$ cat src/sv/dbcs_pkg.sv
// shared types and constants for the dbcs to utf-16 decoder
package dbcs_pkg;

    localparam int RANGE_REGS  = 4;
    localparam int TABLE_DEPTH = 65536;
    localparam int TABLE_AW    = 16;
    localparam int UNIT_W      = 16;
    localparam int OUTQ_DEPTH  = 3;

    localparam logic [7:0]        RANGE_END = 8'h00;
    localparam logic [UNIT_W-1:0] UNIT_NONE = 16'h0000;

    typedef enum logic {
        FUNC_DECODE = 1'b0,
        FUNC_WRITE  = 1'b1
    } t_func;

    // table access issued by the front end for an accepted item
    typedef struct packed {
        logic                 we;
        logic                 re;
        logic [TABLE_AW-1:0]  addr;
        logic [UNIT_W-1:0]    wdata;
    } t_mem_req;

endpackage

$ cat src/sv/dbcs_outq.sv
// small result queue between the table read and the output channel
module dbcs_outq (
    input  logic                        i_clk,
    input  logic                        i_rst_n,
    input  logic                        i_push,
    input  logic [dbcs_pkg::UNIT_W-1:0] i_push_data,
    input  logic                        i_pop,
    output logic                        o_valid,
    output logic [dbcs_pkg::UNIT_W-1:0] o_data,
    output logic [1:0]                  o_count
);

    localparam logic [1:0] LAST = 2'(dbcs_pkg::OUTQ_DEPTH - 1);

    logic [dbcs_pkg::UNIT_W-1:0] r_buf [dbcs_pkg::OUTQ_DEPTH];
    logic [1:0] r_wp, r_rp, r_cnt;
    logic [1:0] n_wp, n_rp, n_cnt;
    logic       do_pop;

    assign do_pop = i_pop && (r_cnt != 2'd0);

    always_comb begin
        n_wp  = r_wp;
        n_rp  = r_rp;
        n_cnt = r_cnt;
        if (i_push) begin
            n_wp = (r_wp == LAST) ? 2'd0 : r_wp + 2'd1;
        end
        if (do_pop) begin
            n_rp = (r_rp == LAST) ? 2'd0 : r_rp + 2'd1;
        end
        if (i_push && !do_pop) begin
            n_cnt = r_cnt + 2'd1;
        end else if (!i_push && do_pop) begin
            n_cnt = r_cnt - 2'd1;
        end
    end

    always_ff @(posedge i_clk) begin
        if (i_push) begin
            r_buf[r_wp] <= i_push_data;
        end
    end

    always_ff @(posedge i_clk) begin
        if (!i_rst_n) begin
            r_wp  <= 2'd0;
            r_rp  <= 2'd0;
            r_cnt <= 2'd0;
        end else begin
            r_wp  <= n_wp;
            r_rp  <= n_rp;
            r_cnt <= n_cnt;
        end
    end

    assign o_valid = (r_cnt != 2'd0);
    assign o_data  = r_buf[r_rp];
    assign o_count = r_cnt;

endmodule

$ cat config.mk
export PLATFORM = sky130hd
export DESIGN_NAME = dbcs_outq
export DESIGN_NICKNAME = d
export VERILOG_FILES = /design/src/sv/dbcs_pkg.sv /design/src/sv/dbcs_outq.sv
export SDC_FILE = /design/constraint.sdc
export NUM_CORES = 1
export LEC_CHECK = 0
export BUFFER_PORTS_ARGS = -buffer_cell sky130_fd_sc_hd__buf_2
export CAP_MARGIN = 20
export CORE_MARGIN = 4
export CORE_UTILIZATION = 54
export CTS_CLUSTER_DIAMETER = 150
export DETAILED_ROUTE_END_ITERATION = 8
export HOLD_SLACK_MARGIN = 0.03
export PLACE_DENSITY = 0.78
export SYNTH_ARGS = -nofsm -noshare
export SYNTH_HDL_FRONTEND = slang
export SYNTH_SLANG_ARGS = --single-unit
$ cat constraint.sdc
create_clock -name i_clk -period 2.9 [get_ports i_clk]
set_clock_uncertainty 0.1 [all_clocks]
set_input_delay 0.58 -clock i_clk [delete_from_list [all_inputs] [get_ports i_clk]]
set_output_delay 0.58 -clock i_clk [all_outputs]
set_load 0.01 [all_outputs]
==> results.py <==
metrics = {
    "run_status": {
        "outcome": "complete, no violations",
    },
    "worst_setup_path": {
        "crit_path_cell_trace": "buf_4 -> nand2_1 -> o21ai_1 -> buf_2",
        "cp_top_family": "flip-flops",
        "critPathRequiredTime_ps": 2220,
        "worst_path_max_delay_cell": "dfxtp_1",
        "start_kind": "flip-flop",
        "crit_arrival_ps": 1490,
        "crit_buf_inv": 2,
        "slowest_delay_ps": 590,
        "worst_setup_path_end_kind": "output port",
        "crit_path_max_fanout": 18,
        "worstSetupPathType": "flip-flop to output port",
    },
    "layout": {
        "drive_gt1_share_pct": 29.1,
        "synthToLayoutAreaGrowth_pct": 18.3,
        "finalInstanceArea_sq_um": 2470,
        "nets": 199,
        "antenna_cells": 0,
        "fill_cells": 275,
    },
    "clock_tree": {
        "cts_buffer_depth": 2,
        "cts.hold.buffers_added": 0,
        "clkLatencyLatePin_ps": 290,
        "numCtsBuffers": 5,
        "h-tree-depth": 2,
        "cts.sinks": 56,
        "clockRootBuffer": "clkbuf_8",
        "clk_pin_slew_ps": 90,
        "cts_tree": "built",
        "cts_setup_buffers": 0,
        "cts_resized": 0,
    },
    "job": {
        "maxCapViolCount": 0,
    },
    "floorplan": {
        "die-area_sq_um": 4920,
        "die_y_um": 70.2,
        "pin_count": 39,
        "rows": 22,
        "core-area_sq_um": 3690,
        "die_w_um": 70.2,
        "start_util_pct": 56.6,
    },
    "routing": {
        "vias": 1188,
        "drcViolationCount": 0,
        "wire_per_inst_um": 15.7,
        "drt_iter0_drc": 45,
        "ant_nets": 0,
        "drt_wl_total_um": 3560,
        "drtPass1Iterations": 4,
        "vias_per_cell": 5.23,
    },
    "logic_synthesis": {
        "synth-seq-cells": 56,
        "synth_edf_count": 48,
        "syn_nets": 154,
        "synth.distinct_cells": 22,
        "ys.flop_type": "edfxtp_1",
        "ys_top_cells_by_area": "edfxtp_1 69%, dfxtp_1 7.7%, mux2i_1 7.7%, nand2_1 3.6%, o21ai_1 3.6%",
        "synth_top_area_share_pct": 69.1,
        "synthArstFlopShare_pct": 0,
        "ys_seq_area_share_pct": 76.7,
        "synth_area_sq_um": 2090,
        "synthCells": 133,
        "syn_area_per_cell_sq_um": 15.7,
        "synth_area_leader_cell": "edfxtp_1",
        "yosys_warnings": 0,
    },
    "timing": {
        "period_share_pct": 74.8,
        "relSlewSlack_pct": 71.5,
        "hold_violations": 0,
        "fmax_mhz": 461,
        "final-setup-viol-count": 0,
        "final_period_minus_worst_setup_slack_ps": 2170,
        "slew_viol_final": 0,
        "tns_ps": 0,
        "tightest_slew_ps": 427,
        "rsz0062_at_grt": "no",
    },
    "global_routing": {
        "grt_first_pass_wirelength_um": 5950,
        "grt_use_total_pct": 15.7,
        "first_global_vias": 1253,
        "grt_max_degree": 19,
        "antenna_found_initial": 0,
        "globalRouteOverflowTotal": 0,
    },
    "placed_design": {
        "place_congestion": 0.716,
        "io_buffers": 38,
        "dp_hpwl_um": 2480,
        "placed_area_sq_um": 2350,
    },
    "pwr": {
        "irDropWorstVdd_mv": 0.517,
        "total_power_w": 0.00188,
        "power.density_nw_per_um2": 762,
        "p_leak_nw": 0.880,
    },
    "worst_hold_path": {
        "hold_class": "input pin to flip-flop",
    },
}
-- cells in the mapped netlist (all sizes together) (2+ instances only) --
library cell	instances
o21a	2
edfxtp	48
nor2b	2
or3	2
nand2	20
clkbuf	3
buf	2
o21ai	18
dfxtp	8
mux2i	16
a21boi	3
nor2	2
-- path summary, 6_finish.rpt --
kind / from / end / slack (ps) / cells after the start
max: flip-flop / o_data[12] / 730 / 4
min: i_push_data[3] / r_buf[1][3] / 390 / 1
max reg2reg: o_count[0] / o_count[1] / 1260 / 4
min reg2reg: r_rp[1] / r_rp[1] / 410 / 2
-- cells in the final DEF, fill, tap and decap left out, types with 2 or more instances in the layout --
cell type | netlist | routed
nor2_1 | 2 | 2
o21ai_0 | 2 | 2
o21ai_1 | 15 | 15
nor2b_1 | 2 | 2
clkbuf_8 | 0 | 6
buf_2 | 1 | 38
o21a_1 | 2 | 2
mux2i_1 | 16 | 16
or3_1 | 2 | 2
a21boi_1 | 3 | 3
edfxtp_1 | 48 | 48
buf_4 | 0 | 5
dfxtp_1 | 8 | 8
nand2_1 | 20 | 20
-- kinds of logic (layout without fill, tap and decap cells) --
group / Yosys count / in the layout / synth area share, %
adders and majority gates: 1 / 1 / 0.599
DFF: 56 / 56 / 76.7
muxes: 16 / 16 / 7.67
AOI/OAI and AO/OA: 23 / 23 / 6.29
and+or+nand+nor: 30 / 30 / 6.54
buffers and inverters: 5 / 51 / 1.32
xor gates and xnor gates: 2 / 2 / 0.839
-- metal layers --
| layer | vias to the layer above | global-route usage (%) | wire length, um | share of wire, % |
|---|---|---|---|---|
| met5 | - | 0 | 0 | 0 |
| met4 | 0 | 4.26 | 16 | 0.45 |
| met3 | 2 | 5.18 | 181 | 5.1 |
| met2 | 28 | 29.4 | 1960 | 55 |
| met1 | 577 | 16.8 | 1400 | 39 |
| li1 | 581 | - | - | - |
-- where the power goes --
| part | leakage, nW | switching, W | internal [W] |
|---|---|---|---|
| clock | 0.0588 | 0.000220 | 0.000278 |
| sequential | 0.509 | 0.0000406 | 0.000934 |
| combinational | 0.312 | 0.000223 | 0.000185 |
-- cell type report --
cell class                 count  area, sq um  area share, %
multi-input combinational     72          463           18.8
tap                           48         60.1           2.43
clock buffer                   6         82.6           3.35
timing repair buffer          43          228           9.22
sequential                    56         1600           64.9
clock inverter                 2         33.8           1.37
-- state kept, by name, summed over array words and instances, names as in the netlist, named ones only --
signal and flops:
r_rp 2, o_count 2, r_wp 2, r_buf 48
-- through the flow --
stage	hold WS, ps	setup slack (ps)	util (%)	instances
2_1_floorplan	351	514	-	133
3_3_place_gp	358	1090	63.8	219
3_5_place_dp	395	1020	63.8	219
4_1_cts	381	697	66.9	227
5_1_grt	369	545	66.9	227
6_report	386	731	66.9	227
No activity file was read; power rests on OpenSTA's default activity.
