<file path="config.mk">
export PLATFORM = sky130hd
export DESIGN_NAME = dbcs_front
export DESIGN_NICKNAME = d
export VERILOG_FILES = /design/src/sv/dbcs_pkg.sv /design/src/sv/dbcs_front.sv
export SDC_FILE = /design/constraint.sdc
export NUM_CORES = 1
export LEC_CHECK = 0
export BUFFER_PORTS_ARGS = -buffer_cell sky130_fd_sc_hd__buf_2
export CORE_MARGIN = 2
export CORE_UTILIZATION = 56
export CTS_CLUSTER_DIAMETER = 200
export CTS_CLUSTER_SIZE = 10
export DETAILED_ROUTE_END_ITERATION = 16
export HOLD_SLACK_MARGIN = 0.08
export PLACE_DENSITY = 0.81
export SYNTH_ARGS = -nofsm -noshare
export SYNTH_HDL_FRONTEND = slang
export SYNTH_SLANG_ARGS = --single-unit
</file>
<file path="constraint.sdc">
create_clock -name i_clk -period 3.6 [get_ports i_clk]
set_input_delay 0.72 -clock i_clk [delete_from_list [all_inputs] [get_ports i_clk]]
set_output_delay 0.72 -clock i_clk [all_outputs]
set_load 0.05 [all_outputs]
</file>
<file path="src/sv/dbcs_pkg.sv">
// shared types and constants for the dbcs to utf-16 decoder
package dbcs_pkg;

    localparam int RANGE_REGS  = 4;
    localparam int TABLE_DEPTH = 65536;
    localparam int TABLE_AW    = 16;
    localparam int UNIT_W      = 16;
    localparam int OUTQ_DEPTH  = 3;

    localparam logic [7:0]        RANGE_END = 8'h00;
    localparam logic [UNIT_W-1:0] UNIT_NONE = 16'h0000;

    typedef enum logic {
        FUNC_DECODE = 1'b0,
        FUNC_WRITE  = 1'b1
    } t_func;

    // table access issued by the front end for an accepted item
    typedef struct packed {
        logic                 we;
        logic                 re;
        logic [TABLE_AW-1:0]  addr;
        logic [UNIT_W-1:0]    wdata;
    } t_mem_req;

endpackage

</file>
<file path="src/sv/dbcs_front.sv">
// lead-byte ranges, held lead state and table address forming
module dbcs_front #(
    parameter int LEAD_RANGES = 4
) (
    input  logic              i_clk,
    input  logic              i_rst_n,
    input  logic              i_cfg_we,
    input  logic [1:0]        i_cfg_idx,
    input  logic [15:0]       i_cfg_wdata,
    output logic [15:0]       o_cfg_rdata,
    input  logic              i_accept,
    input  dbcs_pkg::t_func   i_func,
    input  logic [7:0]        i_data_byte,
    input  logic [15:0]       i_table_index,
    input  logic [15:0]       i_table_value,
    output dbcs_pkg::t_mem_req o_req
);

    localparam int SCAN = (LEAD_RANGES < dbcs_pkg::RANGE_REGS) ?
                          LEAD_RANGES : dbcs_pkg::RANGE_REGS;

    logic [15:0] r_range [dbcs_pkg::RANGE_REGS];
    logic        r_pending, n_pending;
    logic [7:0]  r_held, n_held;
    logic        is_lead;
    logic        alive;

    always_ff @(posedge i_clk) begin
        if (!i_rst_n) begin
            for (int i = 0; i < dbcs_pkg::RANGE_REGS; i++) begin
                r_range[i] <= 16'h0000;
            end
        end else if (i_cfg_we) begin
            r_range[i_cfg_idx] <= i_cfg_wdata;
        end
    end

    assign o_cfg_rdata = r_range[i_cfg_idx];

    // ranges scanned in order, a zero low bound ends the list
    always_comb begin
        is_lead = 1'b0;
        alive   = 1'b1;
        for (int i = 0; i < SCAN; i++) begin
            if (r_range[i][7:0] == dbcs_pkg::RANGE_END) begin
                alive = 1'b0;
            end
            if (alive && (r_range[i][7:0] <= i_data_byte) &&
                (i_data_byte <= r_range[i][15:8])) begin
                is_lead = 1'b1;
            end
        end
    end

    always_comb begin
        n_pending  = r_pending;
        n_held     = r_held;
        o_req.we    = 1'b0;
        o_req.re    = 1'b0;
        o_req.addr  = i_table_index;
        o_req.wdata = i_table_value;
        if (i_accept) begin
            case (i_func)
                dbcs_pkg::FUNC_WRITE: begin
                    o_req.we = 1'b1;
                end
                dbcs_pkg::FUNC_DECODE: begin
                    if (r_pending) begin
                        o_req.re   = 1'b1;
                        o_req.addr = {r_held, i_data_byte};
                        n_pending  = 1'b0;
                        n_held     = 8'h00;
                    end else if (is_lead) begin
                        n_pending = 1'b1;
                        n_held    = i_data_byte;
                    end else begin
                        o_req.re   = 1'b1;
                        o_req.addr = {8'h00, i_data_byte};
                    end
                end
                default: begin
                    o_req.we = 1'b0;
                end
            endcase
        end
    end

    always_ff @(posedge i_clk) begin
        if (!i_rst_n) begin
            r_pending <= 1'b0;
            r_held    <= 8'h00;
        end else begin
            r_pending <= n_pending;
            r_held    <= n_held;
        end
    end

endmodule

</file>
==> run metrics <==
Worst IR Drop VDD=0.191 mV; DIE AREA=~0.011 sq mm; # H-tree levels=3; drt total wl=~16 mm; largest net degree at the start of global routing=46; Max-Cap Viols=0; crit-path cells=buf_6 > buf_12 > buf_4 > ha_1 > nand4_1 > a21oi_2 > o22ai_2 > a22oi_2 > buf_4 > nand4_1 > o311ai_4 > buf_6; post-synthesis async set-or-reset flop share=0%; Crit Path Max Fanout=5; DP Cell Count=about 740; Worst Hold Slack=roughly 0.51 ns; Diodes inserted=0; skew final=~0.014 ns; Clock Tree Root=clkbuf_8; outcome=finished, final reports clean; worst hold path class=register to register; initial antenna violation count=0; CP required=2.88 ns; final cell count without fillers=765; Initial DRC Count=433; Hold Fails Final Rpt=0; prevailing post-synth register cell=edfxtp_1; Worst setup EP type=output port; crit path launch=i_data_byte[6]; Placeable Area=about 0.0097 sq mm; Die Y=about 100 um; Seq cells post-synth=73; synthesized instance count=535; final setup fails=0; Startpoint Class=input port; Top Ports=around 110; CP delay by family, top=buffers and inverters; Critical-path top delay cell=ha_1; number of fillers in the final layout=approximately 710; Cell variety after synth=46; power per cell area=401 mW/mm^2; Post-synth EDFFs=64; Synth top cells by count=edfxtp_1, ha_1, and2_1; clk slew on worst S/H paths=approximately 0.080 ns; largest area contributor in the netlist=edfxtp_1; CP bufs+invs=5; Routed Antenna Nets=0; Synth top area share=about a third; Core Util, Final=approximately 70%; Syn Area/Cell=between 10 and 15 sq um; Sink Count=73; layout cell share with drive strength beyond 1=30.4%; Layout area overhead=22.5%; DRT Pass-1 Iters=5; Initial Utilization=a little under three fifths; actual slew at the worst max-slew pin=0.993 ns; Leak Pwr=2.86 nW; dpl cell area=just over 0.006 sq mm; DRC viols=0; f_max=~280 MHz; CP Class=input port to output port; IO buf count=80; routed vias/inst=around 6.3; Placer Congestion=approximately 0.96; Post-CTS Hold Buffers=0; number of global-route vias before repair=around 4,600; post-route design area=about 0.0068 sq mm; max incr delay on CP=just over 0.3 ns; grt total ovfl=0; DR WL/cell=approximately 20 um; global-route wire length before repair=about 24 mm; cts bufs inserted=9; CP Data Arrival Time=2.83 ns; worst-skew pair later-pin latency=between 0.3 and 0.4 ns; Final #Nets=754; detailed-route via count=approximately 4,800; Global Route Usage Sum=28.4%; Die X-Extent=104 um; crit share post-route=between 90% and 100%; Final Max Tran Viols=0; Fin Setup TNS=0 ns; Ys Warns=0; ranking of synthesized cells by area=edfxtp_1, ha_1, mux4_2; post-synthesis sequential area ratio=37.9%; Min-Delay Startpoint=r_held[6]; maximum clock path buffer count=2; Slew headroom=roughly a third; DPL Wire Length=between 10 and 15 mm; syn_nets=662; Final min period=around 3.6 ns; Rows=36; TritonCTS clock tree=yes; RSZ-0062 raised after global routing=yes; Mapped Area=0.00555 sq mm; worst r2r src=r_range[3][6]
## path summary, 6_finish.rpt
kind / cells past startpoint / slack (ns) / to
setup / recovery: 12 / 0.05 / o_req[20]
hold / removal: 2 / 0.51 / r_held[6]
setup reg to reg: 10 / 1.07 / r_pending
hold reg to reg: 2 / 0.51 / r_held[6]
## cell families (layout without fill, tap and decap cells)
kind of cell,count (synthesis),count (layout),share of synthesized area [%]
buf+inv,94,189,7.87
simple gates,189,191,20.5
fa+ha+maj,64,64,14.4
flops,73,73,37.9
compound gates,99,99,12.9
mux,16,16,6.49
## power breakdown
| group | switching (mW) | internal [mW] | leakage, nW | total, mW |
|---|---|---|---|---|
| Combinational | 0.557 | 0.352 | 2.05 | 0.909 |
| Sequential | 0.0584 | 0.989 | 0.695 | 1.05 |
| Clock | 0.318 | 0.453 | 0.112 | 0.772 |
## final cells by class
| cell class | count | area [sq um] | area share [%] |
|---|---|---|---|
| Tap cell | 133 | 166 | 2.45 |
| Sequential cell | 73 | 2100 | 30.9 |
| Timing Repair Buffer | 124 | 873 | 12.8 |
| Clock inverter | 7 | 109 | 1.60 |
| Inverter | 49 | 188 | 2.76 |
| Multi-Input combinational cell | 370 | 3240 | 47.6 |
| Clock buffer | 9 | 124 | 1.82 |
## cells in the final DEF (no fill, tap or decap), types with 9 or more instances in the layout
cell type and instances:
buf_2 62, and2_1 51, edfxtp_1 64, nand2b_1 13
o21ai_0 9, nand3_1 13, nor2_1 12, buf_4 42
dfxtp_1 9, o21ai_1 9, nand2_1 13, inv_1 42
a21oi_1 20, ha_1 56, buf_6 16, mux4_2 16
nor2b_1 14, and3_1 16, o211ai_1 14, clkbuf_8 9
nand4_1 30
## routing by layer
layer	vias up	wire, um	share of wire, %	GRT usage (%)
li1	2184	-	-	-
met1	2285	6310	40	36.7
met2	290	7580	49	48.1
met3	46	1300	8.3	5.35
met4	0	425	2.7	9.94
met5	-	0	0	0
## stage by stage
step	setup slack [ns]	power [mW]
after global routing	-0.0531	2.83
after floorplan	-0.183	1.67
after global placement	-0.102	1.84
after detailed placement	-0.155	1.86
after CTS	0.00160	2.67
final	0.0477	2.73
## registers in the layout, summed over array words and instances (netlist names)
signal	flops
r_held	8
r_pending	1
r_range	64
## worst reg2reg max path, cell delays in order (launching register included)
cell and delay [ns]:
edfxtp_1 0.47, ha_1 0.33, o21ai_0 0.21, nor2_2 0.06, o31a_1 0.25, a221oi_2 0.26
a22oi_2 0.15, buf_2 0.18, buf_4 0.17, a211o_1 0.25, a21boi_0 0.15
## repair_timing
action                                  4_1_cts  5_1_grt
buffers inserted                              1        2
endpoints found under the hold margin         0        0
cloned                                        3        1
pin swaps                                     6       14
endpoints found under the setup margin       17       17
gates resized for setup                      26       42
Power figures use the tool's default switching activity.
